<file path="config.mk">
export PLATFORM = sky130hd
export DESIGN_NAME = gwm_cfg
export DESIGN_NICKNAME = d
export VERILOG_FILES = /design/src/hdl/gwm_pkg.sv /design/src/hdl/gwm_cfg.sv
export SDC_FILE = /design/constraint.sdc
export NUM_CORES = 1
export LEC_CHECK = 0
export ABC_AREA = 1
export BUFFER_PORTS_ARGS = -buffer_cell sky130_fd_sc_hd__buf_2
export CAP_MARGIN = 20
export CORE_AREA = 5 5 42 44
export DETAILED_ROUTE_END_ITERATION = 8
export DIE_AREA = 0 0 47 49
export PLACE_DENSITY_LB_ADDON = 0.15
export SETUP_SLACK_MARGIN = 0.5
export SYNTH_ARGS = -nofsm -noshare
export SYNTH_HDL_FRONTEND = slang
export SYNTH_SLANG_ARGS = --single-unit
</file>
<file path="constraint.sdc">
create_clock -name clk -period 1.1 [get_ports clk]
set_clock_uncertainty 0.15 [all_clocks]
set_input_delay 0.055 -clock clk [delete_from_list [all_inputs] [get_ports clk]]
set_output_delay 0.055 -clock clk [all_outputs]
set_load 0.1 [all_outputs]
</file>
<file path="src/hdl/gwm_pkg.sv">
// Package for the grid word match block: field widths, codes, state and
// register types, and helpers that size the grid and word memories.
// No dependencies; every other file but gwm_ram imports it.
`default_nettype none

package gwm_pkg;

  // Defaults for the top-level parameters.
  localparam int GRID_DIM_DEF  = 32;
  localparam int MAX_WORDS_DEF = 1024;
  localparam int WORD_LEN_DEF  = 10;

  // Fixed field widths of the word channels and the configuration port.
  localparam int CMD_W     = 2;
  localparam int ROW_W     = 5;
  localparam int COL_W     = 5;
  localparam int WIDX_W    = 10;
  localparam int POS_W     = 4;
  localparam int CHAR_W    = 8;
  localparam int DIM_W     = 6;
  localparam int CFG_IDX_W = 1;

  // A stored word ends at its first newline byte.
  localparam logic [CHAR_W-1:0] END_MARK = 8'd10;

  typedef enum logic [CMD_W-1:0] {
    CMD_WRITE_CELL = 2'd0,
    CMD_WRITE_CHAR = 2'd1,
    CMD_SEARCH     = 2'd2,
    CMD_NOP        = 2'd3
  } cmd_t;

  typedef enum logic [CFG_IDX_W-1:0] {
    REG_NUM_COLS = 1'b0,
    REG_NUM_ROWS = 1'b1
  } reg_idx_t;

  // Search sequencer: one pass of H, V, D per word character.
  typedef enum logic [2:0] {
    S_IDLE,
    S_H,
    S_V,
    S_D,
    S_DONE
  } state_t;

  typedef struct packed {
    logic [DIM_W-1:0] num_cols;
    logic [DIM_W-1:0] num_rows;
  } dims_t;

  // Address width of the grid memory, at least one bit.
  function automatic int grid_aw(input int dim);
    return (dim > 1) ? $clog2(dim * dim) : 1;
  endfunction

  // Address width of the word memory (each word has WORD_LEN+1 slots).
  function automatic int word_aw(input int max_words, input int word_len);
    return $clog2(max_words * (word_len + 1));
  endfunction

endpackage

`default_nettype wire

</file>
<file path="src/hdl/gwm_cfg.sv">
// Configuration registers of the grid word match block: columns and rows
// in use, clamped to the legal range on write. Depends on gwm_pkg.
`default_nettype none

module gwm_cfg import gwm_pkg::*; #(
  parameter int GRID_DIM = GRID_DIM_DEF
) (
  input  logic                 clk,
  input  logic                 rst,
  input  logic                 cfg_we,
  input  logic [CFG_IDX_W-1:0] cfg_index,
  input  logic [DIM_W-1:0]     cfg_data,
  output dims_t                dims
);

  // Largest storable value: the grid size, or what the field can hold.
  localparam int DimCap = (GRID_DIM < 63) ? GRID_DIM : 63;
  localparam int DimRst = (GRID_DIM < 32) ? GRID_DIM : 32;

  logic [DIM_W-1:0] clamped;

  // Zero counts as one; anything past the grid counts as the grid size.
  always_comb begin
    priority if (cfg_data == '0) begin
      clamped = DIM_W'(1);
    end else if (cfg_data > DIM_W'(DimCap)) begin
      clamped = DIM_W'(DimCap);
    end else begin
      clamped = cfg_data;
    end
  end

  // Register write.
  always_ff @(posedge clk) begin
    if (rst) begin
      dims.num_cols <= DIM_W'(DimRst);
      dims.num_rows <= DIM_W'(DimRst);
    end else if (cfg_we) begin
      unique case (reg_idx_t'(cfg_index))
        REG_NUM_COLS: dims.num_cols <= clamped;
        REG_NUM_ROWS: dims.num_rows <= clamped;
      endcase
    end
  end

endmodule

`default_nettype wire

</file>
==> summary by stage <==
Final layout
The flip-flop count of the largest register after layout is 12. The number of antenna cells inserted is 0. From synthesis to final layout, the design area changed by 87.6%. The largest registers in the layout are dims: 12 flops. The count of nets after finishing is 98. For this run, the share of the core covered by cells in the final layout is 0.663. The share of post-route cells with drive strength above 1 is 0.667. The register name with the most flops is dims.

Global routing
For this run, the total global-route usage over all layers was measured as 0.119. The first global-routing pass estimated 1970 µm of wire. The initial antenna violation count is 0. The largest net degree at the start of global routing is 13. The total congestion overflow after global routing is 0. The via count of the first global-routing pass came to 470.

Placed design
The count of buffers added on input and output ports is 21. The setup slack at placement is 153 ps. The post-DP HPWL is 856 µm. The global placer's final weighted congestion is 0.748.

STA
Dividing the final minimum period by the clock period gives 0.919. Across all setup checks in the final design, the least slack found is 88.6 ps. The final-report setup violation count is 0. The number of slew-limit violations in the final report was 0. Timing would allow up to 989 MHz.

The clock period could shrink to 1010 ps. Summed over all failing endpoints, the final setup total negative slack is 0 ps. On the final layout, the worst hold slack is -95.4 ps.

Setup repair after global routing could not meet its margin everywhere. The final-report hold violation count is 12. The worst slew margin relative to its limit is 0.699. For the pin with the worst max-slew slack, the measured transition is 451 ps.

Critical path
The setup path with the least slack is of type reg -> out. Grouping stages by cell kind, the critical path spends the most delay in flip-flops. The slowest stage cell on the critical path is sky130_fd_sc_hd__dfxtp_4.

STA classifies the critical path endpoint as an output pin. The worst setup path is launched from a flop. The signal on the critical path passes through buf_12. The required time of the critical path is 890 ps. Of all nets on the critical path, the largest fanout is 2. Together, buffers and inverters on the worst path number 1.

The maximum cell stage delay along the critical path is 370 ps. For the worst setup path, the data arrival time is 810 ps.

Yosys
The synthesized design contains 12 register bits. The post-synth net total is 68. Counting instances in the post-synthesis netlist gives the leading cell types as sky130_fd_sc_hd__dfxtp_1, sky130_fd_sc_hd__nand2_1, sky130_fd_sc_hd__o21ai_0. sky130_fd_sc_hd__dfxtp_1 takes more of the synthesized area than any other cell. The number of library cell types mapped by synthesis is 14. The fraction of post-synthesis cell area in the top cell type by area is 0.485. The gate count after technology mapping is 58. The number of flops mapped to enable cells by yosys is 0. The cell area that synthesis handed to floorplanning was 495 µm². The synthesized area divided by synthesized cell count is 8.54 µm². Among all cell types in the netlist, the one instantiated most often is sky130_fd_sc_hd__dfxtp_1. Yosys printed 0 warnings. Of the synthesized area, sequential elements account for 0.485. The most used flip-flop cell after synthesis is sky130_fd_sc_hd__dfxtp_1. The share of flip-flops with an asynchronous set or reset is 0. By area the synthesized netlist is led by sky130_fd_sc_hd__dfxtp_1, sky130_fd_sc_hd__a21oi_2, sky130_fd_sc_hd__o21ai_0, sky130_fd_sc_hd__o21ai_2, sky130_fd_sc_hd__nand2_1.

CTS
The TritonCTS clock tree is done. Clock-pin slew was measured on the worst setup and hold paths at 70 ps. The clock reaches the later pin of the worst-skew pair after 260 ps.

CTS saw 12 sinks. The TritonCTS buffer count is 3. CTS built an H-tree with a depth of 1.

The largest buffer count on any clock path is 2. The clock root buffer master is sky130_fd_sc_hd__clkbuf_4.

Hold path
The worst hold path belongs to the class in -> reg.

Floorplanning
The horizontal die dimension is 47 µm. The core region is 1400 µm². For this design the top-level I/O count stands at 22. The die height is 49 µm. The initialized floorplan defines 14 standard-cell rows. The die footprint is 2300 µm². The initial utilization of the core area, before any placement, comes to 0.354.

Power and ir drop
The power density over the cells is 1300 nW/µm². The standby leakage power is 0.404 nW. The worst-case IR drop observed on VDD is 0.000789 V.

Detailed routing
The via count is 488. The detailed-route wire length is 1160 µm. Dividing the detail-routed wire length by the instance count gives 11.3 µm. The count of unresolved DRC violations after routing is 0. Dividing the detail-routed via count by the number of cells gives 4.74. The iteration-0 DRC count of the detailed router is 4. The number of iterations in the first detailed-routing pass is 4. The count of nets left with antenna violations once routing finished came out at 0.

Run status
The final reports fail on negative hold slack. The flow ran to the end, but the final reports show violations.

Job
Across the run, the number of max-cap violations was 0.
## worst paths after layout
path,slack (ps),cells after the start,to,start
min,-100,3,dims[11]$_SDFFE_PP1P_,cfg_data[5]
max,90,1,dims[1],dims[1]$_SDFFE_PP0P_
min reg2reg,350,2,dims[5]$_SDFFE_PP1P_,dims[5]$_SDFFE_PP1P_
max reg2reg,210,3,dims[9]$_SDFFE_PP0P_,dims[9]$_SDFFE_PP0P_
## cell usage in the layout (no fill, tap or decap)
cell type                  instances
sky130_fd_sc_hd__clkbuf_4          3
sky130_fd_sc_hd__buf_2             9
sky130_fd_sc_hd__o211ai_1          1
sky130_fd_sc_hd__nor2_1            3
sky130_fd_sc_hd__nand2_1           8
sky130_fd_sc_hd__o21ai_1           3
sky130_fd_sc_hd__nand2_2           1
sky130_fd_sc_hd__buf_12           13
sky130_fd_sc_hd__a21oi_1           5
sky130_fd_sc_hd__inv_1             6
sky130_fd_sc_hd__nand3_1           2
sky130_fd_sc_hd__a21oi_2           5
sky130_fd_sc_hd__buf_4             4
sky130_fd_sc_hd__o21ai_2           8
sky130_fd_sc_hd__buf_6             1
sky130_fd_sc_hd__nor2_2            1
sky130_fd_sc_hd__clkinv_1          1
sky130_fd_sc_hd__dfxtp_4          12
sky130_fd_sc_hd__inv_2             1
## timing repair
item	CTS	global route
setup endpoints to repair	24	24
pin swaps	1	1
setup buffers	4	1
gates resized for setup	3	4
hold endpoints to repair	12	9
## per-stage QoR
stage / power (mW) / cells / cell area [µm²]
floorplan: 0.759 / 58 / 541
global placement: 0.919 / 94 / 841
detailed placement: 0.921 / 94 / 841
CTS: 1.21 / 102 / 908
global route: 1.26 / 103 / 930
finish: 1.21 / 103 / 930
## layer usage
| layer | vias up | wire, µm | GRT usage | share of wire |
|---|---|---|---|---|
| li1 | 250 | - | - | - |
| met5 | - | 0 | 0 | 0 |
| met4 | 0 | 10 | 0.0691 | 0.0086 |
| met2 | 16 | 561 | 0.163 | 0.48 |
| met1 | 220 | 492 | 0.149 | 0.42 |
| met3 | 2 | 99 | 0.0517 | 0.085 |
## power by group
part | switching (mW) | internal (mW) | total [mW]
Sequential | 0.0319 | 0.454 | 0.486
Clock | 0.137 | 0.131 | 0.268
Combinational | 0.284 | 0.169 | 0.453
Total | 0.453 | 0.754 | 1.21
## tightest hold or removal path: cells and delay by family
kind	cells	cell delay, ps
AND/OR/NAND/NOR	2	110
buffers and inverters	1	120
## final cells by class
class | instances | area, µm²
fill | 107 | 472
timing repair buffer | 27 | 347
sequential | 12 | 285
multi-input combinational | 37 | 225
inverter | 7 | 26.3
clock buffer | 3 | 22.5
tap | 16 | 20.0
clock inverter | 1 | 3.75
## logic make-up after synthesis
kind of cell | share of synthesized area
DFF | 0.485
and+or+nand+nor | 0.124
AOI/OAI and AO/OA | 0.288
buffers and inverters | 0.104
Power figures use the tool's default switching activity.
