===== src/hdl/gwm_pkg.sv =====
// Package for the grid word match block: field widths, codes, state and
// register types, and helpers that size the grid and word memories.
// No dependencies; every other file but gwm_ram imports it.
`default_nettype none

package gwm_pkg;

  // Defaults for the top-level parameters.
  localparam int GRID_DIM_DEF  = 32;
  localparam int MAX_WORDS_DEF = 1024;
  localparam int WORD_LEN_DEF  = 10;

  // Fixed field widths of the word channels and the configuration port.
  localparam int CMD_W     = 2;
  localparam int ROW_W     = 5;
  localparam int COL_W     = 5;
  localparam int WIDX_W    = 10;
  localparam int POS_W     = 4;
  localparam int CHAR_W    = 8;
  localparam int DIM_W     = 6;
  localparam int CFG_IDX_W = 1;

  // A stored word ends at its first newline byte.
  localparam logic [CHAR_W-1:0] END_MARK = 8'd10;

  typedef enum logic [CMD_W-1:0] {
    CMD_WRITE_CELL = 2'd0,
    CMD_WRITE_CHAR = 2'd1,
    CMD_SEARCH     = 2'd2,
    CMD_NOP        = 2'd3
  } cmd_t;

  typedef enum logic [CFG_IDX_W-1:0] {
    REG_NUM_COLS = 1'b0,
    REG_NUM_ROWS = 1'b1
  } reg_idx_t;

  // Search sequencer: one pass of H, V, D per word character.
  typedef enum logic [2:0] {
    S_IDLE,
    S_H,
    S_V,
    S_D,
    S_DONE
  } state_t;

  typedef struct packed {
    logic [DIM_W-1:0] num_cols;
    logic [DIM_W-1:0] num_rows;
  } dims_t;

  // Address width of the grid memory, at least one bit.
  function automatic int grid_aw(input int dim);
    return (dim > 1) ? $clog2(dim * dim) : 1;
  endfunction

  // Address width of the word memory (each word has WORD_LEN+1 slots).
  function automatic int word_aw(input int max_words, input int word_len);
    return $clog2(max_words * (word_len + 1));
  endfunction

endpackage

`default_nettype wire


===== src/hdl/gwm_if.sv =====
// Word channel interfaces of the grid word match block: the command
// channel and the result channel, each with valid/ready handshake.
// Depends on gwm_pkg.
`default_nettype none

interface gwm_in_if import gwm_pkg::*; ();
  logic              valid;
  logic              ready;
  logic [CMD_W-1:0]  command;
  logic [ROW_W-1:0]  cell_row;
  logic [COL_W-1:0]  cell_col;
  logic [WIDX_W-1:0] word_index;
  logic [POS_W-1:0]  char_pos;
  logic [CHAR_W-1:0] char_value;

  modport source (
    output valid, command, cell_row, cell_col, word_index, char_pos, char_value,
    input  ready
  );
  modport sink (
    input  valid, command, cell_row, cell_col, word_index, char_pos, char_value,
    output ready
  );
endinterface

interface gwm_out_if import gwm_pkg::*; ();
  logic valid;
  logic ready;
  logic match_horizontal;
  logic match_vertical;
  logic match_diagonal;

  modport source (
    output valid, match_horizontal, match_vertical, match_diagonal,
    input  ready
  );
  modport sink (
    input  valid, match_horizontal, match_vertical, match_diagonal,
    output ready
  );
endinterface

`default_nettype wire


===== src/hdl/gwm_seq.sv =====
// Command decode and search sequencer of the grid word match block. One
// byte comparator is shared by the three directions, character by
// character. Depends on gwm_pkg and gwm_if; drives the two memories.
`default_nettype none

module gwm_seq import gwm_pkg::*; #(
  parameter int GRID_DIM  = GRID_DIM_DEF,
  parameter int MAX_WORDS = MAX_WORDS_DEF,
  parameter int WORD_LEN  = WORD_LEN_DEF,
  parameter int GA_W      = grid_aw(GRID_DIM),
  parameter int WA_W      = word_aw(MAX_WORDS, WORD_LEN)
) (
  input  logic              clk,
  input  logic              rst,
  gwm_in_if.sink            cmd,
  gwm_out_if.source         result,
  input  dims_t             dims,
  output logic              grid_we,
  output logic [GA_W-1:0]   grid_waddr,
  output logic              grid_re,
  output logic [GA_W-1:0]   grid_raddr,
  input  logic [CHAR_W-1:0] grid_rdata,
  output logic              word_we,
  output logic [WA_W-1:0]   word_waddr,
  output logic              word_re,
  output logic [WA_W-1:0]   word_raddr,
  input  logic [CHAR_W-1:0] word_rdata
);

  localparam int WordSlot = WORD_LEN + 1;
  localparam int IDX_W    = $clog2(WordSlot);
  localparam int SUM_W    = ((IDX_W > ROW_W) ? IDX_W : ROW_W) + 1;

  state_t            state;
  state_t            state_next;
  logic [ROW_W-1:0]  start_row;
  logic [COL_W-1:0]  start_col;
  logic [WA_W-1:0]   word_base;
  logic [IDX_W-1:0]  idx;
  logic              flag_h;
  logic              flag_v;
  logic              flag_d;
  logic              d_pend;
  logic              d_ok;
  logic              res_valid;
  logic              res_h;
  logic              res_v;
  logic              res_d;

  logic              acc;
  cmd_t              cmd_c;
  logic              start_ok;
  logic [SUM_W-1:0]  row_sum;
  logic [SUM_W-1:0]  col_sum;
  logic [SUM_W-1:0]  rd_row;
  logic [SUM_W-1:0]  rd_col;
  logic              h_ok;
  logic              v_ok;
  logic              eq;
  logic              is_end;
  logic              h_new;
  logic              last_pos;
  logic              res_free;

  // Handshake and decode of the incoming word.
  assign acc      = cmd.valid && cmd.ready;
  assign cmd_c    = cmd_t'(cmd.command);
  assign start_ok = (SUM_W'(cmd.cell_row) < SUM_W'(dims.num_rows)) &&
                    (SUM_W'(cmd.cell_col) < SUM_W'(dims.num_cols)) &&
                    (32'(cmd.word_index) < 32'(MAX_WORDS));
  assign res_free = !res_valid || result.ready;

  // Position of character idx along each direction, and its range checks.
  assign row_sum  = SUM_W'(start_row) + SUM_W'(idx);
  assign col_sum  = SUM_W'(start_col) + SUM_W'(idx);
  assign h_ok     = col_sum < SUM_W'(dims.num_cols);
  assign v_ok     = row_sum < SUM_W'(dims.num_rows);

  // Shared compare unit: grid byte against the current word character.
  assign eq       = grid_rdata == word_rdata;
  assign is_end   = word_rdata == END_MARK;
  assign h_new    = flag_h && h_ok && eq;
  assign last_pos = idx == IDX_W'(WORD_LEN);

  // Next state.
  always_comb begin
    state_next = state;
    unique case (state)
      S_IDLE: begin
        if (acc && cmd_c == CMD_SEARCH) begin
          state_next = start_ok ? S_H : S_DONE;
        end
      end
      S_H: state_next = S_V;
      S_V: begin
        priority if (is_end || last_pos) begin
          state_next = S_DONE;
        end else if (!(h_new || flag_v || flag_d)) begin
          state_next = S_DONE;
        end else begin
          state_next = S_D;
        end
      end
      S_D: state_next = S_H;
      S_DONE: begin
        if (res_free) begin
          state_next = S_IDLE;
        end
      end
      default: state_next = S_IDLE;
    endcase
  end

  // Outputs: handshake, memory writes, the word read and the grid read address per step.
  always_comb begin
    cmd.ready  = state == S_IDLE;
    grid_we    = acc && cmd_c == CMD_WRITE_CELL && (32'(cmd.cell_row) < 32'(GRID_DIM)) &&
                 (32'(cmd.cell_col) < 32'(GRID_DIM));
    grid_waddr = GA_W'(32'(cmd.cell_row) * 32'(GRID_DIM) + 32'(cmd.cell_col));
    word_we    = acc && cmd_c == CMD_WRITE_CHAR && (32'(cmd.word_index) < 32'(MAX_WORDS)) &&
                 (32'(cmd.char_pos) <= 32'(WORD_LEN));
    word_waddr = WA_W'(32'(cmd.word_index) * 32'(WordSlot) + 32'(cmd.char_pos));
    word_re    = state == S_H;
    word_raddr = word_base + WA_W'(idx);
    grid_re    = (state == S_H) || (state == S_V) || (state == S_D);
    rd_row     = SUM_W'(start_row);
    rd_col     = col_sum;
    unique case (state)
      S_V: begin
        rd_row = row_sum;
        rd_col = SUM_W'(start_col);
      end
      S_D: begin
        rd_row = row_sum;
        rd_col = col_sum;
      end
      default: ;
    endcase
    grid_raddr = GA_W'(32'(rd_row) * 32'(GRID_DIM) + 32'(rd_col));
  end

  // Control registers.
  always_ff @(posedge clk) begin
    if (rst) begin
      state     <= S_IDLE;
      res_valid <= 1'b0;
      d_pend    <= 1'b0;
    end else begin
      state <= state_next;
      if (state == S_DONE && res_free) begin
        res_valid <= 1'b1;
      end else if (result.ready) begin
        res_valid <= 1'b0;
      end
      if (state == S_IDLE) begin
        d_pend <= 1'b0;
      end else if (state == S_D) begin
        d_pend <= 1'b1;
      end
    end
  end

  // Search datapath: start capture, per-direction flags, result register.
  always_ff @(posedge clk) begin
    unique case (state)
      S_IDLE: begin
        if (acc && cmd_c == CMD_SEARCH) begin
          start_row <= cmd.cell_row;
          start_col <= cmd.cell_col;
          word_base <= WA_W'(32'(cmd.word_index) * 32'(WordSlot));
          idx       <= '0;
          flag_h    <= start_ok;
          flag_v    <= start_ok;
          flag_d    <= start_ok;
        end
      end
      S_H: begin
        // Diagonal cell of the previous character arrives now.
        if (d_pend) begin
          flag_d <= flag_d && d_ok && eq;
        end
      end
      S_V: begin
        if (!is_end) begin
          if (last_pos) begin
            // No newline in any slot: the word matches nowhere.
            flag_h <= 1'b0;
            flag_v <= 1'b0;
            flag_d <= 1'b0;
          end else begin
            flag_h <= h_new;
          end
        end
      end
      S_D: begin
        flag_v <= flag_v && v_ok && eq;
        d_ok   <= h_ok && v_ok;
        idx    <= idx + IDX_W'(1);
      end
      S_DONE: begin
        if (res_free) begin
          res_h <= flag_h;
          res_v <= flag_v;
          res_d <= flag_d;
        end
      end
      default: ;
    endcase
  end

  assign result.valid            = res_valid;
  assign result.match_horizontal = res_h;
  assign result.match_vertical   = res_v;
  assign result.match_diagonal   = res_d;

  // A diagonal compare is pending exactly when a character has gone by.
  a_d_pend: assert property (@(posedge clk) disable iff (rst)
    state == S_H |-> (d_pend == (idx != '0)))
    else $error("diagonal pending flag out of step with character index");

  // The character index never leaves the word slot.
  a_idx_range: assert property (@(posedge clk) disable iff (rst)
    state == S_V |-> idx <= IDX_W'(WORD_LEN))
    else $error("character index beyond word slot");

  // A search from outside the grid or word range goes straight to done with all flags zero.
  a_bad_start: assert property (@(posedge clk) disable iff (rst)
    (acc && cmd_c == CMD_SEARCH && !start_ok) |=>
      (state == S_DONE && !flag_h && !flag_v && !flag_d))
    else $error("out-of-range search did not finish with zero flags");

  // A finished search loads the result register and frees the command side.
  a_done_load: assert property (@(posedge clk) disable iff (rst)
    (state == S_DONE && res_free) |=> (res_valid && state == S_IDLE))
    else $error("finished search did not load result");

endmodule

`default_nettype wire


===== src/flat_wrapper.sv =====
// flat-port wrapper written by rule: the top's interface ports become plain ports
module gwm_seq_flat import gwm_pkg::*;
#(
  parameter int GRID_DIM  = GRID_DIM_DEF,
  parameter int MAX_WORDS = MAX_WORDS_DEF,
  parameter int WORD_LEN  = WORD_LEN_DEF,
  parameter int GA_W      = grid_aw(GRID_DIM),
  parameter int WA_W      = word_aw(MAX_WORDS, WORD_LEN)
)
  (clk, rst, dims, grid_we, grid_waddr, grid_re, grid_raddr, grid_rdata, word_we, word_waddr, word_re, word_raddr, word_rdata, cmd_valid, cmd_command, cmd_cell_row, cmd_cell_col, cmd_word_index, cmd_char_pos, cmd_char_value, cmd_ready, result_valid, result_match_horizontal, result_match_vertical, result_match_diagonal, result_ready);
  gwm_in_if cmd_i ();
  gwm_out_if result_i ();
  input  logic clk;
  input  logic rst;
  input  dims_t dims;
  output logic grid_we;
  output logic [GA_W-1:0] grid_waddr;
  output logic grid_re;
  output logic [GA_W-1:0] grid_raddr;
  input  logic [CHAR_W-1:0] grid_rdata;
  output logic word_we;
  output logic [WA_W-1:0] word_waddr;
  output logic word_re;
  output logic [WA_W-1:0] word_raddr;
  input  logic [CHAR_W-1:0] word_rdata;
  input wire logic [$bits(cmd_i.valid)-1:0] cmd_valid;
  input wire logic [$bits(cmd_i.command)-1:0] cmd_command;
  input wire logic [$bits(cmd_i.cell_row)-1:0] cmd_cell_row;
  input wire logic [$bits(cmd_i.cell_col)-1:0] cmd_cell_col;
  input wire logic [$bits(cmd_i.word_index)-1:0] cmd_word_index;
  input wire logic [$bits(cmd_i.char_pos)-1:0] cmd_char_pos;
  input wire logic [$bits(cmd_i.char_value)-1:0] cmd_char_value;
  output wire logic [$bits(cmd_i.ready)-1:0] cmd_ready;
  output wire logic [$bits(result_i.valid)-1:0] result_valid;
  output wire logic [$bits(result_i.match_horizontal)-1:0] result_match_horizontal;
  output wire logic [$bits(result_i.match_vertical)-1:0] result_match_vertical;
  output wire logic [$bits(result_i.match_diagonal)-1:0] result_match_diagonal;
  input wire logic [$bits(result_i.ready)-1:0] result_ready;
  assign cmd_i.valid = cmd_valid;
  assign cmd_i.command = cmd_command;
  assign cmd_i.cell_row = cmd_cell_row;
  assign cmd_i.cell_col = cmd_cell_col;
  assign cmd_i.word_index = cmd_word_index;
  assign cmd_i.char_pos = cmd_char_pos;
  assign cmd_i.char_value = cmd_char_value;
  assign cmd_ready = cmd_i.ready;
  assign result_valid = result_i.valid;
  assign result_match_horizontal = result_i.match_horizontal;
  assign result_match_vertical = result_i.match_vertical;
  assign result_match_diagonal = result_i.match_diagonal;
  assign result_i.ready = result_ready;
  gwm_seq #(.GRID_DIM(GRID_DIM), .MAX_WORDS(MAX_WORDS), .WORD_LEN(WORD_LEN), .GA_W(GA_W), .WA_W(WA_W)) u_core (.clk(clk), .rst(rst), .cmd(cmd_i), .result(result_i), .dims(dims), .grid_we(grid_we), .grid_waddr(grid_waddr), .grid_re(grid_re), .grid_raddr(grid_raddr), .grid_rdata(grid_rdata), .word_we(word_we), .word_waddr(word_waddr), .word_re(word_re), .word_raddr(word_raddr), .word_rdata(word_rdata));
endmodule

===== config.mk =====
export PLATFORM = sky130hd
export DESIGN_NAME = gwm_seq_flat
export DESIGN_NICKNAME = d
export VERILOG_FILES = /design/src/hdl/gwm_pkg.sv /design/src/hdl/gwm_if.sv /design/src/hdl/gwm_seq.sv /design/src/flat_wrapper.sv
export SDC_FILE = /design/constraint.sdc
export NUM_CORES = 1
export LEC_CHECK = 0
export BUFFER_PORTS_ARGS = -buffer_cell sky130_fd_sc_hd__clkbuf_2
export CORE_MARGIN = 4
export CORE_UTILIZATION = 35
export DETAILED_ROUTE_END_ITERATION = 16
export PLACE_DENSITY = 0.59
export SYNTH_ARGS = -nofsm -noshare
export SYNTH_HDL_FRONTEND = slang
export SYNTH_SLANG_ARGS = --single-unit

===== constraint.sdc =====
create_clock -name clk -period 4.3 [get_ports clk]
set_input_delay 0.43 -clock clk [delete_from_list [all_inputs] [get_ports clk]]
set_output_delay 0.43 -clock clk [all_outputs]
set_load 0.03 [all_outputs]

==> flow_metrics.py, run 1 <==
metrics = {
    "run_status": {
        "status": "finished, final reports clean",
    },
    "placement": {
        "place_area_um2": 4760,
        "place.gp.congestion": 0.895,
        "dp_hpwl_mm": 8.02,
        "place.port_buffers": 114,
        "dp.cells": 671,
    },
    "floorplanning": {
        "dieArea_um2": 13500,
        "core_um2": 11400,
        "die_h_um": 116,
        "fp-row-count": 39,
        "die_w_um": 116,
        "pin_count": 123,
        "start_util_pct": 35.8,
    },
    "synthesis": {
        "synth_flop_cell": "edfxtp_1",
        "ys_seq_area_share_pct": 28.1,
        "netlist_instances": 426,
        "yosys_warnings": 0,
        "netlist_area_um2": 4090,
        "ys_top_cells_by_area": "edfxtp_1, ha_1, xnor2_1, fa_1, inv_1",
        "syn-num-nets": 565,
        "yosysMostFrequentCell": "ha_1",
        "async_reset_ff_share_pct": 0,
        "syn_area_per_cell_um2": 9.61,
        "synth.distinct_cells": 52,
        "synth_edf_count": 35,
        "synth_top_area_share_pct": 25.7,
        "synth_top_area_cell": "edfxtp_1",
        "ys_seq_elements": 40,
        "synthTopCellsByCount": "ha_1, inv_1, xnor2_1, edfxtp_1, nor2_1",
    },
    "detailed_routing": {
        "viasPerCell": 4.79,
        "first_pass_iters": 4,
        "drtAntennaViolNets": 0,
        "vias": 3250,
        "drtIter0Drc": 64,
        "drc": 0,
        "drt-total-wl_mm": 9.20,
        "wl_per_cell_um": 13.5,
    },
    "setup_path": {
        "critPathBufInv": 4,
        "crit_family": "adder cells",
        "critPathSlowestCell": "fa_1",
        "startpoint_type": "primary input",
        "critPathMaxStageDelay_ns": 0.49,
        "crit_type": "in -> out",
        "cp_max_fo": 5,
        "cp_data_required_time_ns": 3.87,
        "path_cells": "clkbuf_2 > ha_1 > inv_1 > fa_1 > inv_1 > ha_1 > a211oi_2 > o21ai_1 > a211oi_4 > nand2_2 > nor4b_4 > nand3_1 > xnor2_1 > clkbuf_2",
        "critical_path_arrival_ns": 3.45,
        "end_kind": "output pin",
    },
    "power_and_ir_drop": {
        "p_leak_nw": 2.39,
        "cellPowerDensity_nw_per_um2": 391,
        "ir_drop_mv": 0.258,
    },
    "timing": {
        "final_hold_viol_count": 0,
        "post-route-period-util_pct": 90.3,
        "rsz0062_at_grt": "no",
        "fmax_ghz": 0.258,
        "hold_slack_ns": 0.362,
        "finalSetupViolCount": 0,
        "worstMarginPinSlew_ns": 0.972,
        "relSlewSlack_pct": 35.1,
        "skew_ns": 0.00255,
        "final_max_slew_viol_count": 0,
        "fin_tns_setup_ns": 0,
        "layout_min_cycle_time_ns": 3.88,
    },
    "finish": {
        "antennaDiodeCount": 0,
        "drive_gt1_share_pct": 26.3,
        "final_core_util_pct": 43.3,
        "fin_nets": 674,
        "fin_area_um2": 4950,
        "fin_cells": 679,
        "area_delta_synth_final_pct": 20.9,
    },
    "cts": {
        "cts_tree": "done",
        "clock_path_buffers": 2,
        "cts_root_buf": "clkbuf_16",
        "clock_latency_ns": 0.28,
        "postCtsHoldBufs": 0,
        "htree_num_levels": 2,
        "cts_resized": 0,
        "numClockSinks": 40,
        "cts_setup_buffers": 0,
        "cts_buffers": 5,
        "cts.clk_slew.worst_paths_ns": 0.06,
    },
    "global_route": {
        "grt_pass1_wl_mm": 14.8,
        "first_global_vias": 3225,
        "grt_use_total_pct": 13.8,
        "antenna_found_initial": 0,
        "grt_overflow_total": 0,
        "grt_max_degree": 25,
    },
    "flow_run": {
        "cap_violations": 0,
    },
    "min_path": {
        "hold_path.class": "in -> reg",
    },
}
## worst register-to-register path, delay by kind of cell, from the launching register on
kind	cells	cell delay, ns
AO/OA/AOI/OAI	7	1.51
XOR/XNOR	1	0.15
adder cells (fa/ha/maj)	3	0.70
buffers and inverters	2	0.12
flip-flops	1	0.50
AND/OR/NAND/NOR	2	0.18
## routing by layer
| layer | up-vias | track usage [%] | routed length (um) |
|---|---|---|---|
| met2 | 70 | 25.7 | 4750 |
| met1 | 1489 | 16.5 | 3920 |
| met5 | - | 0 | 0 |
| met3 | 6 | 2.23 | 419 |
| met4 | 0 | 3.56 | 117 |
| li1 | 1685 | - | - |
## sequential cells by signal, indices dropped and copies added, names as in the netlist
| name | flops |
|---|---|
| u_core.flag_v | 1 |
| u_core.result.match_diagonal | 1 |
| u_core.result.match_vertical | 1 |
| u_core.d_ok | 1 |
| u_core.state | 3 |
| u_core.d_pend | 1 |
| u_core.flag_d | 1 |
| u_core.result.match_horizontal | 1 |
| u_core.flag_h | 1 |
| u_core.start_col | 5 |
| u_core.word_base | 14 |
| u_core.start_row | 5 |
| u_core.idx | 4 |
| u_core.result.valid | 1 |
## where the power goes
group | leakage (nW) | switching [mW] | total [mW] | internal, mW
Sequential | 0.362 | 0.0248 | 0.496 | 0.471
Combinational | 1.93 | 0.620 | 0.959 | 0.340
Clock | 0.0911 | 0.146 | 0.479 | 0.333
## layout by cell type (no fill, tap or decap), types with 2 or more instances in the layout
master,synthesis,layout
clkbuf_2,0,114
ha_1,62,62
inv_1,54,54
xnor2_1,36,36
edfxtp_1,35,35
nor2_1,33,33
a21oi_1,24,24
nand2_1,19,19
a21o_1,13,13
o21ai_0,13,13
xor2_1,12,12
nand3_1,11,11
fa_1,11,11
nor2b_1,9,9
nand2b_1,9,9
nor3_1,7,7
nand4_1,5,5
clkbuf_16,0,5
dfxtp_1,5,5
o211ai_1,4,4
o21a_1,4,4
mux2_2,3,3
or4_1,3,3
and2_1,3,3
o21ai_1,3,3
or2_2,2,2
nor3b_1,2,2
o22ai_1,2,2
o2111ai_1,2,2
o31ai_1,2,2
a211oi_2,2,2
nand2_2,2,2
xor2_2,2,2
mux2i_1,2,2
bufinv_16,0,2
## layout make-up
class                   instances  area (um^2)
repair buffers                114          571
clock buffers                   6          129
inverters                      54          203
flip-flops and latches         40         1150
multi-input cells             320         2660
fillers                      1116         6470
clock inverters                 2         60.1
well taps                     143          179
## logic make-up (layout without fill, tap and decap cells)
kind of cell	Yosys count	after routing	synth area share, %
AOI/OAI and AO/OA	79	79	12.9
xor gates and xnor gates	52	52	12.1
adders and majority gates	73	73	24.3
buffers and inverters	66	176	6.97
DFF	40	40	28.1
muxes	5	5	1.31
and+or+nand+nor	111	111	14.2
## final timing paths
path	start	to	slack [ns]	depth (start not counted)
worst max-delay path	cmd_word_index[3]	word_waddr[13]	0.42	14
worst min-delay path	cmd_cell_col[0]	u_core.start_col[0]	0.36	1
worst max register to register	u_core.idx[0]	u_core.state[2]	1.02	15
worst min register to register	u_core.flag_h	u_core.result.match_horizontal	0.48	0
## per-stage QoR
step           total power [mW]  setup slack [ns]
6_report                   1.93             0.417
3_3_place_gp               1.46             0.416
2_1_floorplan              1.23             0.501
4_1_cts                    1.96             0.384
5_1_grt                    2.06             0.207
3_5_place_dp               1.47             0.393
(Power assumes the default switching activity.)
==> run 2, diff against run 1 <==
--- a/config.mk
+++ b/config.mk
@@ -9,7 +9,6 @@
 export CORE_MARGIN = 4
 export CORE_UTILIZATION = 35
 export DETAILED_ROUTE_END_ITERATION = 16
-export PLACE_DENSITY = 0.59
 export SYNTH_ARGS = -nofsm -noshare
 export SYNTH_HDL_FRONTEND = slang
 export SYNTH_SLANG_ARGS = --single-unit
==> run 2 against run 1 <==
  * Clock skew down 0.0013 ns
  * Highest routed layer unchanged
  * Wire length down 0.32%
  * Critical endpoint unchanged
  * Via count up 2.3%
  * Final cell count up 0.15%
  * Critical path depth unchanged
==> flow_metrics.py, run 2 (synthesized netlist as in run 1, its figures left out) <==
metrics = {
    "detailed_routing": {
        "first_pass_iters": 4,
        "wl_per_cell_um": 13.5,
        "drtIter0Drc": 69,
        "drtAntennaViolNets": 0,
        "drt-total-wl_mm": 9.17,
        "vias": 3324,
        "viasPerCell": 4.89,
        "drc": 0,
    },
    "global_route": {
        "grt_overflow_total": 0,
        "grt_max_degree": 25,
        "first_global_vias": 3278,
        "grt_pass1_wl_mm": 14.6,
        "antenna_found_initial": 0,
        "grt_use_total_pct": 13.5,
    },
    "cts": {
        "cts.clk_slew.worst_paths_ns": 0.06,
        "cts_resized": 0,
        "clock_path_buffers": 2,
        "postCtsHoldBufs": 0,
        "cts_tree": "done",
        "clock_latency_ns": 0.28,
        "cts_setup_buffers": 0,
        "cts_buffers": 5,
        "cts_root_buf": "clkbuf_16",
        "htree_num_levels": 2,
        "numClockSinks": 40,
    },
    "finish": {
        "fin_nets": 675,
        "layout_common_cells": "clkbuf_2, ha_1, inv_1, xnor2_1, edfxtp_1",
        "antennaDiodeCount": 0,
        "final_core_util_pct": 43.2,
        "final_common_cell": "clkbuf_2",
        "drive_gt1_share_pct": 26.6,
        "area_delta_synth_final_pct": 20.6,
        "largest_register_ffs": 14,
        "top_regs": "u_core.word_base x14, u_core.start_col x5, u_core.start_row x5",
        "top_register": "u_core.word_base",
        "fin_cells": 680,
    },
    "setup_path": {
        "end_kind": "output pin",
        "crit_type": "in -> out",
        "path_cells": "clkbuf_2 > ha_1 > inv_1 > fa_1 > inv_1 > ha_1 > a211oi_2 > o21ai_1 > a211oi_4 > nand2_2 > nor4b_4 > nand3_1 > xnor2_1 > clkbuf_2",
        "critPathSlowestCell": "fa_1",
        "cp_max_fo": 5,
        "startpoint_type": "primary input",
        "rrSetupSlack_ns": 1.01,
        "critical_path_arrival_ns": 3.46,
        "cp_data_required_time_ns": 3.87,
        "critPathMaxStageDelay_ns": 0.49,
    },
    "timing": {
        "skew_ns": 0.00126,
        "final_max_slew_viol_count": 0,
        "fin_tns_setup_ns": 0,
        "worstMarginPinSlew_ns": 0.892,
        "fmax_ghz": 0.257,
        "layout_min_cycle_time_ns": 3.89,
        "post-route-period-util_pct": 90.5,
        "fin_ws_ns": 0.410,
        "finalSetupViolCount": 0,
        "rsz0062_at_grt": "no",
        "final_hold_viol_count": 0,
        "relSlewSlack_pct": 40.4,
    },
    "placement": {
        "place_ws_ns": 0.384,
        "dp.cells": 672,
        "place.port_buffers": 114,
        "place.gp.congestion": 0.931,
        "dp_hpwl_mm": 8.00,
    },
    "floorplanning": {
        "start_util_pct": 35.8,
        "dieArea_um2": 13500,
        "die_w_um": 116,
        "fp-row-count": 39,
        "pin_count": 123,
        "core_um2": 11400,
        "die_h_um": 116,
    },
    "power_and_ir_drop": {
        "p_leak_nw": 2.38,
        "ir_drop_mv": 0.247,
        "cellPowerDensity_nw_per_um2": 382,
        "power_mw": 1.88,
    },
    "min_path": {
        "hold_path.class": "in -> reg",
    },
    "run_status": {
        "status": "finished, final reports clean",
    },
    "flow_run": {
        "cap_violations": 0,
    },
}
## run 2: final timing paths
check	end	depth (start not counted)	start
min reg2reg	u_core.result.match_horizontal	0	u_core.flag_h
max reg2reg	u_core.state[2]	15	u_core.idx[0]
max	word_waddr[13]	14	cmd_word_index[3]
min	u_core.start_col[4]	1	cmd_cell_col[4]
## run 2: power breakdown
part           switching (mW)  internal [mW]  total [mW]
combinational           0.621          0.344       0.965
clock                   0.152          0.272       0.424
sequential             0.0246          0.471       0.495
total                   0.797           1.09        1.88
## run 2: stage by stage
stage / cell area (um^2) / hold slack, ns
2_1_floorplan: 4090 / 0.426
3_3_place_gp: 4770 / 0.454
3_5_place_dp: 4770 / 0.480
4_1_cts: 4930 / 0.359
5_1_grt: 4930 / 0.368
6_report: 4930 / 0.361
## run 2: worst max-delay path, delay by kind of cell
kind	cells	cell delay, ns
compound gates	3	0.74
fa+ha+maj	3	1.16
buf+inv	4	0.42
simple gates	3	0.55
xor+xnor	1	0.15
## run 2: layer usage
layer / GRT usage (%) / share of wire, % / vias up / wire length, um
li1: - / - / 1688 / -
met1: 16.4 / 42 / 1546 / 3880
met2: 24.6 / 51 / 79 / 4680
met3: 1.87 / 4.9 / 11 / 452
met4: 4.64 / 1.7 / 0 / 160
met5: 0 / 0 / - / 0
## run 2: cell type report
| type | count | area, um^2 |
|---|---|---|
| Fill cell | 1131 | 6480 |
| Multi-Input combinational cell | 320 | 2660 |
| Sequential cell | 40 | 1150 |
| Timing Repair Buffer | 115 | 578 |
| Inverter | 54 | 203 |
| Tap cell | 143 | 179 |
| Clock buffer | 5 | 125 |
| Clock inverter | 3 | 42.5 |
==> run 3, diff against run 2 <==
--- a/config.mk
+++ b/config.mk
@@ -5,10 +5,13 @@
 export SDC_FILE = /design/constraint.sdc
 export NUM_CORES = 1
 export LEC_CHECK = 0
+export ABC_AREA = 1
 export BUFFER_PORTS_ARGS = -buffer_cell sky130_fd_sc_hd__clkbuf_2
 export CORE_MARGIN = 4
-export CORE_UTILIZATION = 35
+export CORE_UTILIZATION = 50
 export DETAILED_ROUTE_END_ITERATION = 16
+export PLACE_DENSITY = 0.77
+export RECOVER_POWER = 50
 export SYNTH_ARGS = -nofsm -noshare
 export SYNTH_HDL_FRONTEND = slang
 export SYNTH_SLANG_ARGS = --single-unit
==> run 3 against run 2 <==
  * Area after synthesis is 9.9% higher
  * Critical path type unchanged
  * Critical endpoint is now word_waddr[10]
  * Die area decreased by 22%
  * Clock power is 39% lower
  * Final cell count increased by 23%
  * Fmax rose by 6.6%
==> flow_metrics.py, run 3 <==
metrics = {
    "synthesis": {
        "ys_seq_area_share_pct": 25.6,
        "syn_area_per_cell_um2": 7.34,
        "synth_edf_count": 35,
        "netlist_instances": 613,
        "yosysMostFrequentCell": "nand2_1",
        "synth_flop_cell": "edfxtp_1",
        "synth.distinct_cells": 38,
        "synth_top_area_cell": "edfxtp_1",
        "ys_seq_elements": 40,
        "async_reset_ff_share_pct": 0,
        "synth_top_area_share_pct": 23.4,
        "synthTopCellsByCount": "nand2_1, inv_1, ha_1, nor2_1, edfxtp_1",
        "netlist_area_um2": 4500,
        "syn-num-nets": 752,
        "ys_top_cells_by_area": "edfxtp_1, ha_1, nand2_1, inv_1, fa_1",
        "yosys_warnings": 0,
    },
    "min_path": {
        "hp-start": "rst",
        "hold_end": "u_core.state[2]",
        "whs_path_depth": 2,
        "hold_path.class": "in -> reg",
    },
    "timing": {
        "worstMarginPinSlew_ns": 1.00,
        "relSlewSlack_pct": 33.2,
        "fin_ws_ns": 0.650,
        "fmax_ghz": 0.274,
        "final_hold_viol_count": 0,
        "final_max_slew_viol_count": 0,
        "layout_min_cycle_time_ns": 3.65,
        "post-route-period-util_pct": 84.9,
        "rsz0062_at_grt": "no",
        "skew_ns": 0.00419,
        "finalSetupViolCount": 0,
        "fin_tns_setup_ns": 0,
    },
    "finish": {
        "layout_common_cells": "nand2_1, inv_1, clkbuf_2, ha_1, nor2_1",
        "fin_nets": 863,
        "top_register": "u_core.word_base",
        "area_delta_synth_final_pct": 15.0,
        "top_regs": "u_core.word_base x14, u_core.start_col x5, u_core.start_row x5",
        "antennaDiodeCount": 0,
        "final_common_cell": "nand2_1",
        "largest_register_ffs": 14,
        "fin_cells": 833,
        "drive_gt1_share_pct": 16.1,
    },
    "setup_path": {
        "crit_family": "adder cells",
        "critPathBufInv": 3,
        "reg2reg_depth": 16,
        "crit_top_cell": "ha_1",
        "cp_max_fo": 4,
        "critical_path_arrival_ns": 3.22,
        "critPathMaxStageDelay_ns": 0.51,
        "regToRegEndpoint": "u_core.state[0]",
        "worst-path-stages": 15,
        "rr_startpoint": "u_core.idx[1]",
        "end_kind": "output pin",
        "cp_data_required_time_ns": 3.87,
        "startpoint_type": "primary input",
        "path_cells": "clkbuf_1 > ha_1 > ha_1 > fa_1 > ha_1 > nand2_1 > inv_1 > a21oi_1 > nor2_2 > nand2_2 > nor2_4 > nand3_2 > nor2_4 > xor2_1 > clkbuf_2",
        "rrSetupSlack_ns": 1.32,
        "critPathSlowestCell": "fa_1",
        "crit_type": "in -> out",
    },
    "placement": {
        "dp.cells": 825,
        "place.port_buffers": 114,
        "dp_hpwl_mm": 8.64,
        "place_ws_ns": 0.664,
        "place.gp.congestion": 0.911,
    },
    "cts": {
        "postCtsHoldBufs": 0,
        "cts_resized": 0,
        "cts_setup_buffers": 0,
        "cts_tree": "done",
        "clock_latency_ns": 0.30,
        "cts_root_buf": "clkbuf_8",
        "cts.clk_slew.worst_paths_ns": 0.08,
        "clock_path_buffers": 2,
        "cts_buffers": 5,
        "numClockSinks": 40,
        "htree_num_levels": 2,
    },
    "power_and_ir_drop": {
        "cellPowerDensity_nw_per_um2": 344,
        "ir_drop_mv": 0.243,
        "p_leak_nw": 2.83,
        "power_mw": 1.78,
    },
    "global_route": {
        "first_global_vias": 4019,
        "antenna_found_initial": 0,
        "grt_pass1_wl_mm": 16.7,
        "grt_overflow_total": 0,
        "grt_use_total_pct": 19.6,
        "grt_max_degree": 27,
    },
    "detailed_routing": {
        "drtIter0Drc": 106,
        "drc": 0,
        "viasPerCell": 4.97,
        "vias": 4139,
        "drtAntennaViolNets": 0,
        "drt-total-wl_mm": 10.0,
        "first_pass_iters": 5,
        "wl_per_cell_um": 12.0,
    },
    "floorplanning": {
        "core_um2": 8720,
        "fp-row-count": 34,
        "dieArea_um2": 10600,
        "die_h_um": 103,
        "die_w_um": 103,
        "pin_count": 123,
        "start_util_pct": 51.6,
    },
    "flow_run": {
        "cap_violations": 0,
    },
    "run_status": {
        "status": "finished, final reports clean",
    },
}
-- run 3: changes by cell type in the layout (fill, tap and decap cells not counted), sizes merged, moves of 4 or more --
cell    previous run  this run
nand2             21       163
inv               54       132
xnor2             37         8
nor2              33        61
nand3             11        24
a21o              14         3
nand2b             9         0
nor2b              9         0
xor2              15        22
nand4              5        10
o211ai             4         0
o21a               4         0
-- run 3: routing by layer --
layer / global-route usage, % / vias to the layer above / part of all wire [%]
met4: 6.08 / 0 / 1.8
met1: 22.6 / 1876 / 41
met5: 0 / - / 0
met2: 37.2 / 102 / 52
met3: 2.57 / 15 / 5.3
li1: - / 2146 / -
-- run 3: how the worst max path moves through the flow --
stage,slack (ns),startpoint,to
6_report,0.65,cmd_word_index[0],word_waddr[10]
4_1_cts,0.65,cmd_word_index[0],word_waddr[10]
3_3_place_gp,0.72,cmd_word_index[0],word_waddr[10]
5_1_grt,0.44,cmd_word_index[0],word_waddr[10]
2_1_floorplan,0.87,cmd_word_index[0],word_waddr[10]
3_5_place_dp,0.66,cmd_word_index[0],word_waddr[10]
-- run 3: cell families (layout without fill, tap and decap cells) --
kind of cell	after synthesis	count (layout)	share of synthesized area, %
XOR/XNOR	30	30	6.01
multiplexers	1	1	0.222
buffers and inverters	143	255	12.8
adder cells (fa/ha/maj)	73	73	22.1
flip-flops	40	40	25.6
AND/OR/NAND/NOR	272	272	26.7
AO/OA/AOI/OAI	54	54	6.54
-- run 3: metrics by stage --
step                hold WS [ns]  util [%]  cell area [um^2]
finish                     0.352      59.3              5170
global route               0.371      59.3              5170
CTS                        0.330      59.8              5220
detailed placement         0.468      58.9              5130
global placement           0.442      58.9              5130
floorplan                  0.426         -              4500
-- run 3: report_power, final --
group | switching (mW) | internal (mW)
Sequential | 0.0239 | 0.473
Combinational | 0.710 | 0.313
Clock | 0.142 | 0.116
-- run 3: final cells by class --
| cell class | count | area (um^2) |
|---|---|---|
| fill | 817 | 3550 |
| multi-input combinational | 430 | 2770 |
| sequential | 40 | 1150 |
| timing repair buffer | 115 | 536 |
| inverter | 132 | 495 |
| tap | 108 | 135 |
| clock buffer | 7 | 76.3 |
| clock inverter | 1 | 8.76 |
